### config.mk
export PLATFORM = sky130hd
export DESIGN_NAME = thermocouple_cjc_linearizer_top_flat
export DESIGN_NICKNAME = d
export VERILOG_FILES = /design/src/tcl_pkg.sv /design/src/tcl_if.sv /design/src/tcl_div.sv /design/src/thermocouple_cjc_linearizer_top.sv /design/src/flat_wrapper.sv
export SDC_FILE = /design/constraint.sdc
export NUM_CORES = 2
export LEC_CHECK = 0
export ABC_AREA = 1
export BUFFER_PORTS_ARGS = -buffer_cell sky130_fd_sc_hd__buf_2
export CORE_MARGIN = 2
export CORE_UTILIZATION = 40
export DETAILED_ROUTE_END_ITERATION = 16
export GPL_ROUTABILITY_DRIVEN = 0
export SLEW_MARGIN = 20
export SYNTH_ARGS = -nofsm -noshare
export SYNTH_HDL_FRONTEND = slang
export SYNTH_SLANG_ARGS = --single-unit
export TNS_END_PERCENT = 100
### constraint.sdc
create_clock -name clk_i -period 11.45 [get_ports clk_i]
set_clock_uncertainty 0.05 [all_clocks]
set_input_delay 1.7175 -clock clk_i [delete_from_list [all_inputs] [get_ports clk_i]]
set_output_delay 1.7175 -clock clk_i [all_outputs]
set_load 0.01 [all_outputs]
### src/tcl_pkg.sv
// ----------------------------------------------------------------------------
// tcl_pkg: shared definitions for the thermocouple cold-junction linearizer
// Widths, scale constants, the type K millivolt table and the divider
// request/response types.
// ----------------------------------------------------------------------------
package tcl_pkg;

  // Field widths
  localparam int CODE_W = 10;
  localparam int OUT_W  = 16;
  localparam int CFG_IDX_W = 1;

  // Sensor select codes
  localparam logic OP_THERMISTOR   = 1'b0;
  localparam logic OP_THERMOCOUPLE = 1'b1;

  // Configuration register indexes
  localparam logic [CFG_IDX_W-1:0] CFG_TC_OFFSET = 1'b0;
  localparam logic [CFG_IDX_W-1:0] CFG_TH_OFFSET = 1'b1;

  // Table
  localparam int ROM_SIZE          = 151;
  localparam int TABLE_ENTRIES_DEF = 151;
  localparam int UV_W              = 13;

  // Internal widths
  localparam int V_W        = 31;  // voltage in 1/190584 uV units
  localparam int CT_W       = 30;  // couple code times gain
  localparam int THN_W      = 26;  // thermistor dividend
  localparam int RCP_W      = 27;  // reciprocal of the thermistor divisor
  localparam int THP_W      = THN_W + RCP_W;
  localparam int RCP_SH     = 38;  // reciprocal scale, 2**RCP_SH
  localparam int THQ_W      = 15;  // thermistor quotient
  localparam int WIDE_W     = 18;  // signed Q10.8 before saturation
  localparam int CJ_W       = 9;   // whole degrees of a positive wide value
  localparam int FRAC_QW    = 9;
  localparam int DIV_W      = 32;
  localparam int DIV_QW     = FRAC_QW;
  localparam int DIV_CNT_W  = 4;
  localparam int FRAC_NUM_W = V_W + FRAC_QW + 1;

  // Scale constants
  localparam logic [V_W-1:0]   V_SCALE    = 31'd190584;
  localparam logic [CT_W-1:0]  CODE_GAIN  = 30'd859375;
  // Thermistor: floor((55000*jc + 1565) / 2117) - 5951 gives the rounded
  // Q8.8 value including the +10 degree term; the bias keeps the dividend
  // positive. The divide is a multiply by ceil(2**38 / 2117) and a shift,
  // exact for every dividend below 2**26.
  localparam logic [THN_W-1:0] THERM_GAIN  = 26'd55000;
  localparam logic [THN_W-1:0] THERM_BIAS  = 26'd1565;
  localparam logic [RCP_W-1:0] THERM_RECIP = 27'd129843131;
  localparam logic signed [WIDE_W-1:0] THERM_SHIFT = 18'sd5951;

  localparam logic signed [WIDE_W-1:0] SAT_HI = 18'sd32767;
  localparam logic signed [WIDE_W-1:0] SAT_LO = -18'sd32768;

  // Type K table, microvolts at 0..150 degrees
  localparam logic [UV_W-1:0] ROM_UV [ROM_SIZE] = '{
    13'd0,    13'd39,   13'd79,   13'd119,  13'd158,  13'd198,  13'd238,  13'd277,
    13'd317,  13'd357,  13'd397,  13'd437,  13'd477,  13'd517,  13'd557,  13'd597,
    13'd637,  13'd677,  13'd718,  13'd758,  13'd798,  13'd838,  13'd879,  13'd919,
    13'd960,  13'd1000, 13'd1041, 13'd1081, 13'd1122, 13'd1163, 13'd1203, 13'd1244,
    13'd1285, 13'd1326, 13'd1366, 13'd1407, 13'd1448, 13'd1489, 13'd1530, 13'd1571,
    13'd1612, 13'd1653, 13'd1694, 13'd1735, 13'd1776, 13'd1817, 13'd1858, 13'd1899,
    13'd1941, 13'd1982, 13'd2023, 13'd2064, 13'd2106, 13'd2147, 13'd2188, 13'd2230,
    13'd2271, 13'd2312, 13'd2354, 13'd2395, 13'd2436, 13'd2478, 13'd2519, 13'd2561,
    13'd2602, 13'd2644, 13'd2685, 13'd2727, 13'd2768, 13'd2810, 13'd2851, 13'd2893,
    13'd2934, 13'd2976, 13'd3017, 13'd3059, 13'd3100, 13'd3142, 13'd3184, 13'd3225,
    13'd3267, 13'd3308, 13'd3350, 13'd3391, 13'd3433, 13'd3474, 13'd3516, 13'd3557,
    13'd3599, 13'd3640, 13'd3680, 13'd3723, 13'd3765, 13'd3806, 13'd3848, 13'd3889,
    13'd3931, 13'd3972, 13'd4013, 13'd4055, 13'd4096, 13'd4138, 13'd4179, 13'd4220,
    13'd4262, 13'd4303, 13'd4344, 13'd4385, 13'd4427, 13'd4468, 13'd4509, 13'd4550,
    13'd4591, 13'd4633, 13'd4674, 13'd4715, 13'd4756, 13'd4797, 13'd4838, 13'd4879,
    13'd4920, 13'd4961, 13'd5002, 13'd5043, 13'd5084, 13'd5124, 13'd5165, 13'd5206,
    13'd5247, 13'd5288, 13'd5328, 13'd5369, 13'd5410, 13'd5450, 13'd5491, 13'd5532,
    13'd5572, 13'd5613, 13'd5653, 13'd5694, 13'd5735, 13'd5775, 13'd5815, 13'd5856,
    13'd5896, 13'd5937, 13'd5977, 13'd6017, 13'd6058, 13'd6098, 13'd6138
  };

  // Serial divider handshake
  typedef struct packed {
    logic                 start;
    logic [DIV_W-1:0]     rem_init;  // dividend high part, below divisor
    logic [DIV_QW-1:0]    low;       // remaining dividend bits, MSB first
    logic [DIV_W-1:0]     divisor;
    logic [DIV_CNT_W-1:0] steps;
  } div_req_t;

  typedef struct packed {
    logic              done;
    logic              busy;
    logic [DIV_QW-1:0] quot;
  } div_rsp_t;

endpackage

### src/tcl_if.sv
// ----------------------------------------------------------------------------
// tcl channel interfaces
// Valid/ready channels for sensor codes, temperature results and
// register writes.
// ----------------------------------------------------------------------------
interface tcl_in_if import tcl_pkg::*; ();
  logic              valid;
  logic              ready;
  logic              op;
  logic [CODE_W-1:0] couple_code;
  logic [CODE_W-1:0] junction_code;

  modport source (output valid, output op, output couple_code, output junction_code,
                  input ready);
  modport sink   (input valid, input op, input couple_code, input junction_code,
                  output ready);
endinterface

interface tcl_out_if import tcl_pkg::*; ();
  logic                    valid;
  logic                    ready;
  logic signed [OUT_W-1:0] temperature;
  logic                    in_range;

  modport source (output valid, output temperature, output in_range, input ready);
  modport sink   (input valid, input temperature, input in_range, output ready);
endinterface

interface tcl_cfg_if import tcl_pkg::*; ();
  logic                 valid;
  logic                 ready;
  logic [CFG_IDX_W-1:0] index;
  logic [OUT_W-1:0]     data;

  modport source (output valid, output index, output data, input ready);
  modport sink   (input valid, input index, input data, output ready);
endinterface

### src/tcl_div.sv
// ----------------------------------------------------------------------------
// tcl_div: restoring serial divider
// One quotient bit per cycle; the caller pre-aligns the dividend so the
// quotient fits in the requested number of steps.
// ----------------------------------------------------------------------------
module tcl_div import tcl_pkg::*; (
  input  logic     clk_i,
  input  logic     rst_ni,
  input  div_req_t req_i,
  output div_rsp_t rsp_o
);

  logic                 busy_q, done_q;
  logic [DIV_CNT_W-1:0] cnt_q;
  logic [DIV_W-1:0]     rem_q, div_q, rem_next;
  logic [DIV_QW-1:0]    low_q, quot_q;
  logic [DIV_W:0]       trial;
  logic                 fits;

  assign trial    = {rem_q, low_q[DIV_QW-1]};
  assign fits     = trial >= {1'b0, div_q};
  assign rem_next = fits ? DIV_W'(trial - {1'b0, div_q}) : trial[DIV_W-1:0];

  always_ff @(posedge clk_i or negedge rst_ni) begin
    if (!rst_ni) begin
      busy_q <= 1'b0;
      done_q <= 1'b0;
      cnt_q  <= '0;
    end else begin
      done_q <= 1'b0;
      if (req_i.start) begin
        busy_q <= 1'b1;
        cnt_q  <= req_i.steps;
      end else if (busy_q) begin
        cnt_q <= cnt_q - 1'b1;
        if (cnt_q == DIV_CNT_W'(1)) begin
          busy_q <= 1'b0;
          done_q <= 1'b1;
        end
      end
    end
  end

  always_ff @(posedge clk_i) begin
    if (req_i.start) begin
      rem_q  <= req_i.rem_init;
      div_q  <= req_i.divisor;
      low_q  <= req_i.low;
      quot_q <= '0;
    end else if (busy_q) begin
      rem_q  <= rem_next;
      low_q  <= {low_q[DIV_QW-2:0], 1'b0};
      quot_q <= {quot_q[DIV_QW-2:0], fits};
    end
  end

  assign rsp_o.done = done_q;
  assign rsp_o.busy = busy_q;
  assign rsp_o.quot = quot_q;

endmodule

### src/thermocouple_cjc_linearizer_top.sv
// ----------------------------------------------------------------------------
// thermocouple_cjc_linearizer_top: type K reader with cold-junction compensation
// Converts thermistor and thermocouple ADC means to signed Q8.8 degrees.
// ----------------------------------------------------------------------------
// One item is in work at a time. A thermistor item (op 0) forms the dividend,
// multiplies it by the reciprocal of the constant divisor, then adds the
// offset. A thermocouple item (op 1) takes the same steps for the cold
// junction, reads the cold-junction voltage and table entry 0, then walks
// the millivolt table one entry per cycle from entry 1 up to the matching
// segment (up to NumEntries-1 reads of the synchronous table), then runs a
// 9-step serial divide for the interpolation fraction. Input ready returns
// together with the loaded result. A result waits in the output register
// without blocking the next input transfer; a second finished result holds
// the block until the first one leaves. Register writes are always accepted
// and must only be issued while the block is idle.
// The cold junction is the thermistor value truncated to whole degrees and
// clamped to the table; a voltage outside the table returns
// thermocouple_offset with in_range cleared. Results saturate to the 16-bit
// signed range.
// ----------------------------------------------------------------------------
module thermocouple_cjc_linearizer_top import tcl_pkg::*; #(
  parameter int TableEntries = TABLE_ENTRIES_DEF
) (
  input  logic      clk_i,
  input  logic      rst_ni,
  tcl_in_if.sink    in_i,
  tcl_out_if.source out_o,
  tcl_cfg_if.sink   cfg_i
);

  localparam int NumEntries = (TableEntries < ROM_SIZE) ? TableEntries : ROM_SIZE;
  localparam int AddrW      = $clog2(NumEntries);
  localparam int LastIdx    = NumEntries - 1;

  typedef enum logic [3:0] {
    S_IDLE,
    S_JT,
    S_JT_MUL,
    S_JT_WAIT,
    S_CJ,
    S_CJ_RD,
    S_LO,
    S_SEARCH,
    S_FRAC,
    S_FRAC_WAIT,
    S_OUT
  } state_e;

  // Control and registered outputs
  state_e                  state_q, state_d;
  logic                    out_valid_q, out_valid_d;
  logic signed [OUT_W-1:0] temp_q, temp_d;
  logic                    in_range_q, in_range_d;
  logic signed [OUT_W-1:0] tc_off_q, tc_off_d, th_off_q, th_off_d;

  // Datapath registers
  logic              op_q, op_d;
  logic [CODE_W-1:0] cc_q, cc_d, jc_q, jc_d;
  logic signed [WIDE_W-1:0] jt_q, jt_d, res_q, res_d;
  logic              ok_q, ok_d;
  logic [THN_W-1:0]  therm_num_q, therm_num_d;
  logic [THP_W-1:0]  therm_prod_q, therm_prod_d;
  logic [CT_W-1:0]   cc_term_q, cc_term_d;
  logic [V_W-1:0]    v_q, v_d, lo_s_q, lo_s_d, den_q, den_d, diff_q, diff_d;
  logic [AddrW-1:0]  idx_q, idx_d, seg_q, seg_d;

  // Table memory
  logic [AddrW-1:0]  rom_addr;
  logic [UV_W-1:0]   rom_q;

  // Derived values
  logic [V_W-1:0]           rom_scaled;
  logic                     hit;
  logic [THN_W-1:0]         therm_num;
  logic [FRAC_NUM_W-1:0]    frac_num;
  logic signed [WIDE_W-1:0] jt_new, tc_off_w, th_off_w;
  logic [CJ_W-1:0]          cj_full;
  logic [AddrW-1:0]         cj_addr;

  div_req_t div_req;
  div_rsp_t div_rsp;

  tcl_div u_div (
    .clk_i  (clk_i),
    .rst_ni (rst_ni),
    .req_i  (div_req),
    .rsp_o  (div_rsp)
  );

  // Synchronous table read, registered
  always_ff @(posedge clk_i) begin
    rom_q <= ROM_UV[rom_addr];
  end

  assign rom_scaled = {{(V_W-UV_W){1'b0}}, rom_q} * V_SCALE;
  // Segment test: strictly rising step, both bounds inclusive
  assign hit = (rom_scaled > lo_s_q) && (v_q >= lo_s_q) && (v_q <= rom_scaled);

  assign therm_num = {{(THN_W-CODE_W){1'b0}}, jc_q} * THERM_GAIN + THERM_BIAS;
  // 512*(v-lo) + den, divided later by 2*den for a half-up rounded fraction
  assign frac_num  = {1'b0, diff_q, {FRAC_QW{1'b0}}} + FRAC_NUM_W'(den_q);

  assign tc_off_w = {{(WIDE_W-OUT_W){tc_off_q[OUT_W-1]}}, tc_off_q};
  assign th_off_w = {{(WIDE_W-OUT_W){th_off_q[OUT_W-1]}}, th_off_q};
  // Quotient of the thermistor divide sits above the reciprocal scale
  assign jt_new   = $signed({{(WIDE_W-THQ_W){1'b0}}, therm_prod_q[THP_W-1:RCP_SH]})
                    - THERM_SHIFT + th_off_w;

  // Cold junction: negative goes to zero, clamp to the last table entry
  assign cj_full = jt_q[WIDE_W-1] ? '0 : jt_q[WIDE_W-2:8];
  assign cj_addr = (cj_full > CJ_W'(LastIdx)) ? AddrW'(LastIdx) : cj_full[AddrW-1:0];

  assign in_i.ready  = (state_q == S_IDLE);
  assign cfg_i.ready = 1'b1;

  always_comb begin
    state_d      = state_q;
    out_valid_d  = out_valid_q;
    temp_d       = temp_q;
    in_range_d   = in_range_q;
    tc_off_d     = tc_off_q;
    th_off_d     = th_off_q;
    op_d         = op_q;
    cc_d         = cc_q;
    jc_d         = jc_q;
    jt_d         = jt_q;
    res_d        = res_q;
    ok_d         = ok_q;
    therm_num_d  = therm_num_q;
    therm_prod_d = therm_prod_q;
    cc_term_d    = cc_term_q;
    v_d          = v_q;
    lo_s_d       = lo_s_q;
    den_d        = den_q;
    diff_d       = diff_q;
    idx_d        = idx_q;
    seg_d        = seg_q;
    rom_addr     = '0;
    div_req      = '0;

    // Drop the result once the sink takes it
    if (out_o.valid && out_o.ready) begin
      out_valid_d = 1'b0;
    end

    if (cfg_i.valid && cfg_i.ready) begin
      case (cfg_i.index)
        CFG_TC_OFFSET: tc_off_d = $signed(cfg_i.data);
        CFG_TH_OFFSET: th_off_d = $signed(cfg_i.data);
        default: ;
      endcase
    end

    case (state_q)
      S_IDLE: begin
        if (in_i.valid) begin
          op_d    = in_i.op;
          cc_d    = in_i.couple_code;
          jc_d    = in_i.junction_code;
          state_d = S_JT;
        end
      end
      S_JT: begin
        therm_num_d = therm_num;
        state_d     = S_JT_MUL;
      end
      S_JT_MUL: begin
        // Divide by the constant as a multiply by its scaled reciprocal
        therm_prod_d = THP_W'(therm_num_q) * THP_W'(THERM_RECIP);
        state_d      = S_JT_WAIT;
      end
      S_JT_WAIT: begin
        jt_d = jt_new;
        if (op_q == OP_THERMISTOR) begin
          res_d   = jt_new;
          ok_d    = 1'b1;
          state_d = S_OUT;
        end else begin
          state_d = S_CJ;
        end
      end
      S_CJ: begin
        rom_addr  = cj_addr;
        cc_term_d = {{(CT_W-CODE_W){1'b0}}, cc_q} * CODE_GAIN;
        state_d   = S_CJ_RD;
      end
      S_CJ_RD: begin
        // rom_q holds the cold-junction voltage; fetch entry 0 next
        v_d     = {{(V_W-CT_W){1'b0}}, cc_term_q} + rom_scaled;
        state_d = S_LO;
      end
      S_LO: begin
        lo_s_d   = rom_scaled;
        rom_addr = AddrW'(1);
        idx_d    = AddrW'(1);
        state_d  = S_SEARCH;
      end
      S_SEARCH: begin
        if (hit) begin
          seg_d   = idx_q - 1'b1;
          den_d   = rom_scaled - lo_s_q;
          diff_d  = v_q - lo_s_q;
          state_d = S_FRAC;
        end else if (idx_q == AddrW'(LastIdx)) begin
          res_d   = tc_off_w;
          ok_d    = 1'b0;
          state_d = S_OUT;
        end else begin
          rom_addr = idx_q + 1'b1;
          idx_d    = idx_q + 1'b1;
          lo_s_d   = rom_scaled;
        end
      end
      S_FRAC: begin
        div_req.start    = 1'b1;
        div_req.rem_init = frac_num[FRAC_NUM_W-1:FRAC_QW];
        div_req.low      = frac_num[FRAC_QW-1:0];
        div_req.divisor  = {den_q, 1'b0};
        div_req.steps    = DIV_CNT_W'(FRAC_QW);
        state_d          = S_FRAC_WAIT;
      end
      S_FRAC_WAIT: begin
        if (div_rsp.done) begin
          res_d = $signed({{(WIDE_W-AddrW-8){1'b0}}, seg_q, 8'b0})
                  + $signed({{(WIDE_W-FRAC_QW){1'b0}}, div_rsp.quot[FRAC_QW-1:0]})
                  + tc_off_w;
          ok_d    = 1'b1;
          state_d = S_OUT;
        end
      end
      S_OUT: begin
        // Hold until the output register is free, then saturate and present
        if (!out_valid_q || out_o.ready) begin
          out_valid_d = 1'b1;
          if (res_q > SAT_HI) begin
            temp_d = SAT_HI[OUT_W-1:0];
          end else if (res_q < SAT_LO) begin
            temp_d = SAT_LO[OUT_W-1:0];
          end else begin
            temp_d = res_q[OUT_W-1:0];
          end
          in_range_d = ok_q;
          state_d    = S_IDLE;
        end
      end
      default: begin
        state_d = S_IDLE;
      end
    endcase
  end

  always_ff @(posedge clk_i or negedge rst_ni) begin
    if (!rst_ni) begin
      state_q     <= S_IDLE;
      out_valid_q <= 1'b0;
      temp_q      <= '0;
      in_range_q  <= 1'b0;
      tc_off_q    <= '0;
      th_off_q    <= '0;
    end else begin
      state_q     <= state_d;
      out_valid_q <= out_valid_d;
      temp_q      <= temp_d;
      in_range_q  <= in_range_d;
      tc_off_q    <= tc_off_d;
      th_off_q    <= th_off_d;
    end
  end

  always_ff @(posedge clk_i) begin
    op_q         <= op_d;
    cc_q         <= cc_d;
    jc_q         <= jc_d;
    jt_q         <= jt_d;
    res_q        <= res_d;
    ok_q         <= ok_d;
    therm_num_q  <= therm_num_d;
    therm_prod_q <= therm_prod_d;
    cc_term_q    <= cc_term_d;
    v_q          <= v_d;
    lo_s_q       <= lo_s_d;
    den_q        <= den_d;
    diff_q       <= diff_d;
    idx_q        <= idx_d;
    seg_q        <= seg_d;
  end

  assign out_o.valid       = out_valid_q;
  assign out_o.temperature = temp_q;
  assign out_o.in_range    = in_range_q;

  // A new result only appears out of the output state
  a_result_from_out: assert property (@(posedge clk_i) disable iff (!rst_ni)
    $rose(out_valid_q) |-> $past(state_q) == S_OUT)
    else $error("result appeared outside the output state");

  // The divider is never restarted mid-run
  a_div_idle_start: assert property (@(posedge clk_i) disable iff (!rst_ni)
    div_req.start |-> !div_rsp.busy)
    else $error("divider started while busy");

  // Search index stays inside the table
  a_search_idx: assert property (@(posedge clk_i) disable iff (!rst_ni)
    state_q == S_SEARCH |-> (idx_q != '0) && (idx_q <= AddrW'(LastIdx)))
    else $error("table search index out of range");

  // An input transfer always launches the thermistor conversion
  a_in_launch: assert property (@(posedge clk_i) disable iff (!rst_ni)
    in_i.valid && in_i.ready |=> state_q == S_JT)
    else $error("input transfer did not start processing");

endmodule

### src/flat_wrapper.sv
// flat-port wrapper written by rule: the top's interface ports become plain ports
module thermocouple_cjc_linearizer_top_flat import tcl_pkg::*;
#(
  parameter int TableEntries = TABLE_ENTRIES_DEF
)
  (clk_i, rst_ni, in_i_valid, in_i_op, in_i_couple_code, in_i_junction_code, in_i_ready, out_o_valid, out_o_temperature, out_o_in_range, out_o_ready, cfg_i_valid, cfg_i_index, cfg_i_data, cfg_i_ready);
  tcl_in_if in_i_i ();
  tcl_out_if out_o_i ();
  tcl_cfg_if cfg_i_i ();
  input  logic clk_i;
  input  logic rst_ni;
  input wire logic [$bits(in_i_i.valid)-1:0] in_i_valid;
  input wire logic [$bits(in_i_i.op)-1:0] in_i_op;
  input wire logic [$bits(in_i_i.couple_code)-1:0] in_i_couple_code;
  input wire logic [$bits(in_i_i.junction_code)-1:0] in_i_junction_code;
  output wire logic [$bits(in_i_i.ready)-1:0] in_i_ready;
  output wire logic [$bits(out_o_i.valid)-1:0] out_o_valid;
  output wire logic [$bits(out_o_i.temperature)-1:0] out_o_temperature;
  output wire logic [$bits(out_o_i.in_range)-1:0] out_o_in_range;
  input wire logic [$bits(out_o_i.ready)-1:0] out_o_ready;
  input wire logic [$bits(cfg_i_i.valid)-1:0] cfg_i_valid;
  input wire logic [$bits(cfg_i_i.index)-1:0] cfg_i_index;
  input wire logic [$bits(cfg_i_i.data)-1:0] cfg_i_data;
  output wire logic [$bits(cfg_i_i.ready)-1:0] cfg_i_ready;
  assign in_i_i.valid = in_i_valid;
  assign in_i_i.op = in_i_op;
  assign in_i_i.couple_code = in_i_couple_code;
  assign in_i_i.junction_code = in_i_junction_code;
  assign in_i_ready = in_i_i.ready;
  assign out_o_valid = out_o_i.valid;
  assign out_o_temperature = out_o_i.temperature;
  assign out_o_in_range = out_o_i.in_range;
  assign out_o_i.ready = out_o_ready;
  assign cfg_i_i.valid = cfg_i_valid;
  assign cfg_i_i.index = cfg_i_index;
  assign cfg_i_i.data = cfg_i_data;
  assign cfg_i_ready = cfg_i_i.ready;
  thermocouple_cjc_linearizer_top #(.TableEntries(TableEntries)) u_core (.clk_i(clk_i), .rst_ni(rst_ni), .in_i(in_i_i), .out_o(out_o_i), .cfg_i(cfg_i_i));
endmodule
=== Yosys cells after proc, flatten, opt, wreduce, memory -nomap -nowiden ===
Memories as Yosys holds them, arrays and structs flattened. A register that Yosys moved wholly into a read port is not among the register bits.
Cells that the tools add are included.

* Flip-flop bits (word level): 449
* Bits in read-only memories: 3328
* Input bits: 43
* Logic and storage cells: 140
* Memories: 1

{| class="wikitable"
|+ Memories
! memory !! depth !! width !! read ports !! clocked after Yosys merged registers in !! wr ports !! line !! source
|-
| (name not given) || 256 || 13 || 1 || 1 || 0 || thermocouple_cjc_linearizer_top.sv:92 || <nowiki>rom_q <= ROM_UV[rom_addr];</nowiki>
|}

* Add/subtract/negate cells: 13
* Multipliers: 4
* Magnitude comparators: 7
* Eq/ne operators: 20
* Muxes and demuxes: 47
* Bitwise operators: 2
* Reduce and logical (&&, ||, !) cells: 17

{| class="wikitable"
|+ Operator list
! operator !! count
|-
| 32-bit 2-to-1 mux || 3
|-
| 78-bit 2-to-1 mux || 1
|-
| 18-bit 2-to-1 mux || 4
|-
| 31-bit 2-to-1 mux || 2
|-
| 31-bit case mux with 2 select lines || 1
|-
| 31-bit subtractor || 2
|-
| 18-bit case mux with 3 select lines || 1
|-
| 26-bit by 27-bit multiplier with 53-bit output (second input constant) || 1
|-
| 4-bit case mux with 11 select lines || 1
|-
| 40-bit by 31-bit adder with 41-bit output || 1
|-
| 8-bit 2-to-1 mux || 5
|-
| 33-bit by 32-bit greater-or-equal comparator with 1-bit output || 1
|-
| 16-bit 2-to-1 mux || 2
|-
| 4-bit 2-to-1 mux || 8
|-
| 32-bit subtractor || 1
|-
| 30-bit by 31-bit adder with 31-bit output || 1
|-
| 31-bit greater-or-equal comparator || 1
|-
| 31-bit > comparator || 1
|-
| 31-bit <= comparator || 1
|-
| 10-bit by 20-bit multiplier with 30-bit output (second input constant) || 1
|-
| 13-bit by 15-bit multiplier with 28-bit output (second input constant) || 1
|-
| 9-bit 2-to-1 mux || 3
|-
| 26-bit by 11-bit adder with 26-bit output (second input constant) || 1
|-
| 8-bit case mux with 3 select lines || 1
|-
| other kinds (34) || 65
|}

=== Logic depth before layout (Yosys ltp) ===
* Word-level depth: 7
* Gate-level depth with buffers: 53

=== By module ===
Synthesis repeated with hierarchy kept, for this count alone.

* Cell total of the unflattened synthesis: 5741
* Area, all modules: 49451.2 µm²

{| class="wikitable"
|+ By module, submodules not included
! module !! instances !! cells an instance !! area each (µm²) !! seq. area each (µm²)
|-
| thermocouple_cjc_linearizer_top || 1 || 4820 || 42869.9 || 9148.8
|-
| tcl_div || 1 || 921 || 6581.3 || 2522.4
|}

=== Least setup slack after synthesis ===
No wires, ideal clock.

* Kind: register to register
* Start point: register u_core.rom_q[11]
* End point: register u_core.ok_q (enable)
* Data arrival time: 9.375 ns
* Data required time: 11.069 ns
* Path slack: 1.694 ns
* Stages on the path, launching flop included: 36
* Path buffers: 0
* Period minus slack after synthesis: 9.756 ns
* Path through: dfxtp_1 > fa_1 > inv_1 > fa_1 > inv_1 > fa_1 > fa_1 > inv_1 > fa_1 > inv_1 > ha_1 > nand2_1 > nand2_1 > a21oi_1 > nand2_1 > a21oi_1 > inv_1 > a21oi_1 > o21ai_0 > a31o_2 > xor2_1 > ha_1 > nand2_1 > nor2_1 > nand2_1 > nor4_1 > nand2_1 > nand3_1 > nand4_1 > nand2_2 > a21oi_1 > nor2_2 > nand2_4 > nor2_1 > or3_1 > inv_1

* Word-level cells in the longest chain between the ends: 6
* Elaborated cells between the ends (all ways): 7
* Classes of those cells: mul (1); order compare (2); eq/ne (1); reduce/logical (3)

{| class="wikitable"
|+ RTL lines
! item !! line !! source
|-
| start, declared || thermocouple_cjc_linearizer_top.sv:69 || <nowiki>logic [UV_W-1:0] rom_q;</nowiki>
|-
| 13-bit by 15-bit multiplier with 28-bit output (*) || thermocouple_cjc_linearizer_top.sv:95 || <nowiki>assign rom_scaled = {{(V_W-UV_W){1'b0}}, rom_q} * V_SCALE;</nowiki>
|-
| 31-bit > comparator || thermocouple_cjc_linearizer_top.sv:97 || <nowiki>assign hit = (rom_scaled > lo_s_q) && (v_q >= lo_s_q) && (v_q <= rom_scaled);</nowiki>
|-
| 1-bit logical AND || thermocouple_cjc_linearizer_top.sv:97 ||
|-
| 1-bit logical AND (*) || thermocouple_cjc_linearizer_top.sv:97 ||
|-
| 2-bit != test (no source line) (*) || -- ||
|-
| 5-bit AND reduction (no source line) (*) || -- ||
|-
| end signal, assigned || thermocouple_cjc_linearizer_top.sv:276 || <nowiki>ok_q <= ok_d;</nowiki>
|-
| end, declared || thermocouple_cjc_linearizer_top.sv:60 || <nowiki>logic ok_q, ok_d;</nowiki>
|}

Mark *: on every way between the ends. The rest lies on a longest branch, timed or not.
A chain may end at the register's enable or synchronous reset.

=== Final worst setup path ===
* Start point: register u_core.rom_q[11]
* End point: register u_core.rom_q[6]

* Word-level cells in the longest chain between the ends: 7
* Elaborated cells between the ends (all ways): 8
* Classes of those cells: mul (1); order compare (2); mux (2); bitwise (1); reduce/logical (2)

{| class="wikitable"
|+ RTL lines
! item !! line !! source
|-
| 13-bit by 15-bit multiplier with 28-bit output (*) || thermocouple_cjc_linearizer_top.sv:95 ||
|-
| 31-bit > comparator || thermocouple_cjc_linearizer_top.sv:97 ||
|-
| 1-bit logical AND || thermocouple_cjc_linearizer_top.sv:97 ||
|-
| 1-bit logical AND (*) || thermocouple_cjc_linearizer_top.sv:97 ||
|-
| 8-bit 2-to-1 mux (*) || thermocouple_cjc_linearizer_top.sv:199 || <nowiki>if (hit) begin</nowiki>
|-
| 8-bit case mux with 3 select lines (*) || thermocouple_cjc_linearizer_top.sv:154 || <nowiki>case (state_q)</nowiki>
|-
| 8-bit NOT with 9-bit output (not written as such) (*) || thermocouple_cjc_linearizer_top.sv:92 ||
|}

Marks and branches as above.

==> flow_summary.json <==
{
  "clock-root-buffer": "clkbuf_16",
  "overflow": 0,
  "synth_nets": 6443,
  "min_period_ns": 9.11,
  "min_to": "u_core.v_q[2]",
  "wl_per_cell_microns": 16.5,
  "vias_per_cell": 4.99,
  "rows": 125,
  "cp.arrival_ns": 9.63,
  "ys.flop_type": "edfxtp_1",
  "grt_max_degree": 69,
  "antenna_found_initial": 0,
  "setup_tns_ns": 0,
  "syn_inst": 5217,
  "slew_viol_final": 0,
  "reg2reg_to": "u_core.rom_q[6]",
  "synth_area_leaders": "fa_1, edfxtp_1, ha_1",
  "cts_tree": "built",
  "async_flop_share_pct": 15.0,
  "max-cap-violations": 0,
  "place_hpwl_mm": 95.1,
  "synth_edf_count": 317,
  "rrSetupSlack_ns": 2.34,
  "rsz0062_at_grt": "no",
  "slew_headroom_pct": 30.2,
  "crit_top_cell": "nand2_1",
  "worst-setup-path-type": "register to register",
  "yosysWarnings": 0,
  "ios": 63,
  "path_clk_slew_ns": 0.06,
  "synth_top_area_share_pct": 21.0,
  "clock_latency_ns": 0.65,
  "wl_met1_mm": 52.2,
  "drtPass1Iterations": 6,
  "worst_slew_pin_slew_ns": 1.04,
  "r2r_cells": 47,
  "die_w_microns": 347,
  "synth_top_area_cell": "fa_1",
  "final_hold_viol_count": 0,
  "post_cts_buffers": 0,
  "cts.sinks": 399,
  "holdCritStartpoint": "u_core.cc_term_q[2]",
  "io_buffers": 61,
  "cp.required_ns": 11.98,
  "drtAntennaViolNets": 0,
  "end_kind": "register",
  "post-route-drc-count": 0,
  "max_freq_ghz": 0.110,
  "num-nets-final": 6515,
  "top_layer": "met4",
  "drive_above_1_share_pct": 4.31,
  "synth_area_sq_mm": 0.0470,
  "num_vias": 34200,
  "status": "finished, final reports clean",
  "cts_resized": 0,
  "core_area_sq_mm": 0.116,
  "grt_usage_pct": 19.2,
  "cpMaxStageDelayCell": "dfxtp_1",
  "period_share_pct": 79.5,
  "critPathMaxFanout": 11,
  "die_area_sq_mm": 0.120,
  "whs_path_depth": 0,
  "synth.avg_cell_area_sq_um": 9.02,
  "start_kind": "register",
  "fillers": 11400,
  "setup_viol": 0,
  "ys_seq_elements": 399,
  "die_y_microns": 347,
  "grt_pass1_wl_mm": 186,
  "r2r_start": "u_core.rom_q[11]",
  "wl_met2_mm": 52.8,
  "hold_path.class": "register to register",
  "synth.distinct_cells": 60,
  "htree_levels": 2,
  "clockBufferDepth": 3,
  "dr.first_iter.drc_count": 2307,
  "met3_wirelength_mm": 5.01,
  "yosysSeqAreaShare_pct": 24.4,
  "cts_buffers": 50,
  "max_stage_delay_ns": 0.54,
  "areaGrowthSynthToFinish_pct": 8.12,
  "drt-total-wl_mm": 113,
  "initial_utilization_pct": 40.4,
  "hold_buffers": 0,
  "grt_pass1_vias": 35000
}
-- flip-flops by register name, summed over array words and instances (netlist names), 4 cells and up --
register	cells
u_core.diff_q	31
u_core.rom_q	13
u_core.u_div.rem_q	32
u_core.state_q	4
u_core.jc_q	10
u_core.seg_q	8
u_core.jt_q	9
u_core.out_o.temperature	16
u_core.den_q	28
u_core.u_div.cnt_q	4
u_core.u_div.low_q	6
u_core.therm_num_q	23
u_core.v_q	31
u_core.u_div.div_q	28
u_core.cc_term_q	30
u_core.idx_q	8
u_core.therm_prod_q	15
u_core.lo_s_q	28
u_core.u_div.quot_q	9
u_core.res_q	18
u_core.tc_off_q	16
u_core.th_off_q	16
u_core.cc_q	10
-- cells in the mapped netlist, drive strengths merged (10+ instances only) --
| library cell | number |
|---|---|
| a21boi | 26 |
| a21o | 19 |
| a21oi | 340 |
| a22oi | 11 |
| a31oi | 25 |
| buf | 29 |
| clkbuf | 31 |
| dfrtp | 60 |
| dfxtp | 22 |
| edfxtp | 317 |
| fa | 493 |
| ha | 690 |
| inv | 1132 |
| nand2 | 835 |
| nand3 | 173 |
| nand3b | 10 |
| nand4 | 31 |
| nor2 | 273 |
| nor3 | 24 |
| nor4 | 11 |
| o211ai | 17 |
| o21ai | 293 |
| o21bai | 18 |
| xnor2 | 99 |
| xor2 | 168 |
-- area by class of cell --
type,count,area [sq um],share of cell area (%)
multi-input combinational,3626,31100,61.1
sequential,399,11500,22.5
inverter,1132,4250,8.36
tap,1524,1910,3.75
clock buffer,64,1380,2.71
timing repair buffer,80,448,0.881
clock inverter,30,347,0.682
antenna,1,2.50,0.00492
-- placed cells by master, fill, tap and decap left out, types with 16 or more instances in the layout --
cell type / n
inv_1: 1124
nand2_1: 816
ha_1: 690
fa_1: 493
a21oi_1: 340
edfxtp_1: 317
o21ai_0: 274
nor2_1: 258
nand3_1: 168
xor2_1: 168
xnor2_1: 99
buf_2: 61
dfrtp_1: 60
clkbuf_16: 51
nand4_1: 31
a31oi_1: 25
nor3_1: 22
dfxtp_1: 22
a21o_1: 19
buf_4: 19
nand2_2: 18
o211ai_1: 17
o21bai_1: 17
o21ai_1: 17
a21boi_0: 16
-- critical path: cells and delay by family, from the launching register on --
kind / cells / cell delay (ns)
buffers and inverters: 7 / 0.86
xor gates and xnor gates: 1 / 0.40
adders and majority gates: 8 / 3.29
and+or+nand+nor: 24 / 2.73
AOI/OAI and AO/OA: 7 / 1.21
DFF: 1 / 0.54
-- cell families (layout without fill, tap and decap cells) --
family | count (synthesis) | after routing | share of synthesized area (%)
buffers and inverters | 1192 | 1306 | 9.71
AND/OR/NAND/NOR | 1372 | 1372 | 12.1
adder cells (fa/ha/maj) | 1183 | 1183 | 39.3
flip-flops | 399 | 399 | 24.4
multiplexers | 2 | 2 | 0.0479
other | 1 | 2 | 0.00797
XOR/XNOR | 267 | 267 | 4.97
AO/OA/AOI/OAI | 801 | 801 | 9.43
-- worst max path at each step --
| stage | start | to | slack [ns] | cells past startpoint |
|---|---|---|---|---|
| final | u_core.rom_q[11] | u_core.rom_q[6] | 2.34 | 47 |
| after global routing | u_core.rom_q[11] | u_core.rom_q[6] | 1.48 | 47 |
| after CTS | u_core.rom_q[11] | u_core.rom_q[4] | 2.19 | 47 |
| after detailed placement | u_core.rom_q[11] | u_core.rom_q[4] | 2.19 | 47 |
| after global placement | u_core.rom_q[11] | u_core.rom_q[4] | 2.34 | 45 |
| after floorplan | u_core.rom_q[11] | u_core.ok_q | 1.69 | 35 |
-- per-stage QoR --
step / cell area (sq um) / hold WS, ns / util, % / setup slack (ns) / instances
floorplan: 47000 / 0.350 / - / 1.69 / 5217
global placement: 49100 / 0.364 / 42.2 / 2.34 / 6761
detailed placement: 49100 / 0.364 / 42.2 / 2.19 / 6761
CTS: 50800 / 0.376 / 43.7 / 2.19 / 6855
global route: 50800 / 0.390 / 43.7 / 1.48 / 6855
finish: 50800 / 0.374 / 43.7 / 2.34 / 6856
-- routing by layer --
metal | vias up | global-route usage, %
met5 | - | 0
met4 | 0 | 5.74
met1 | 16300 | 26.3
met2 | 794 | 31.8
met3 | 176 | 2.20
li1 | 17000 | -
Power is not shown: default switching activity piles up to over one toggle a cycle in this logic, so the estimate is an artifact.
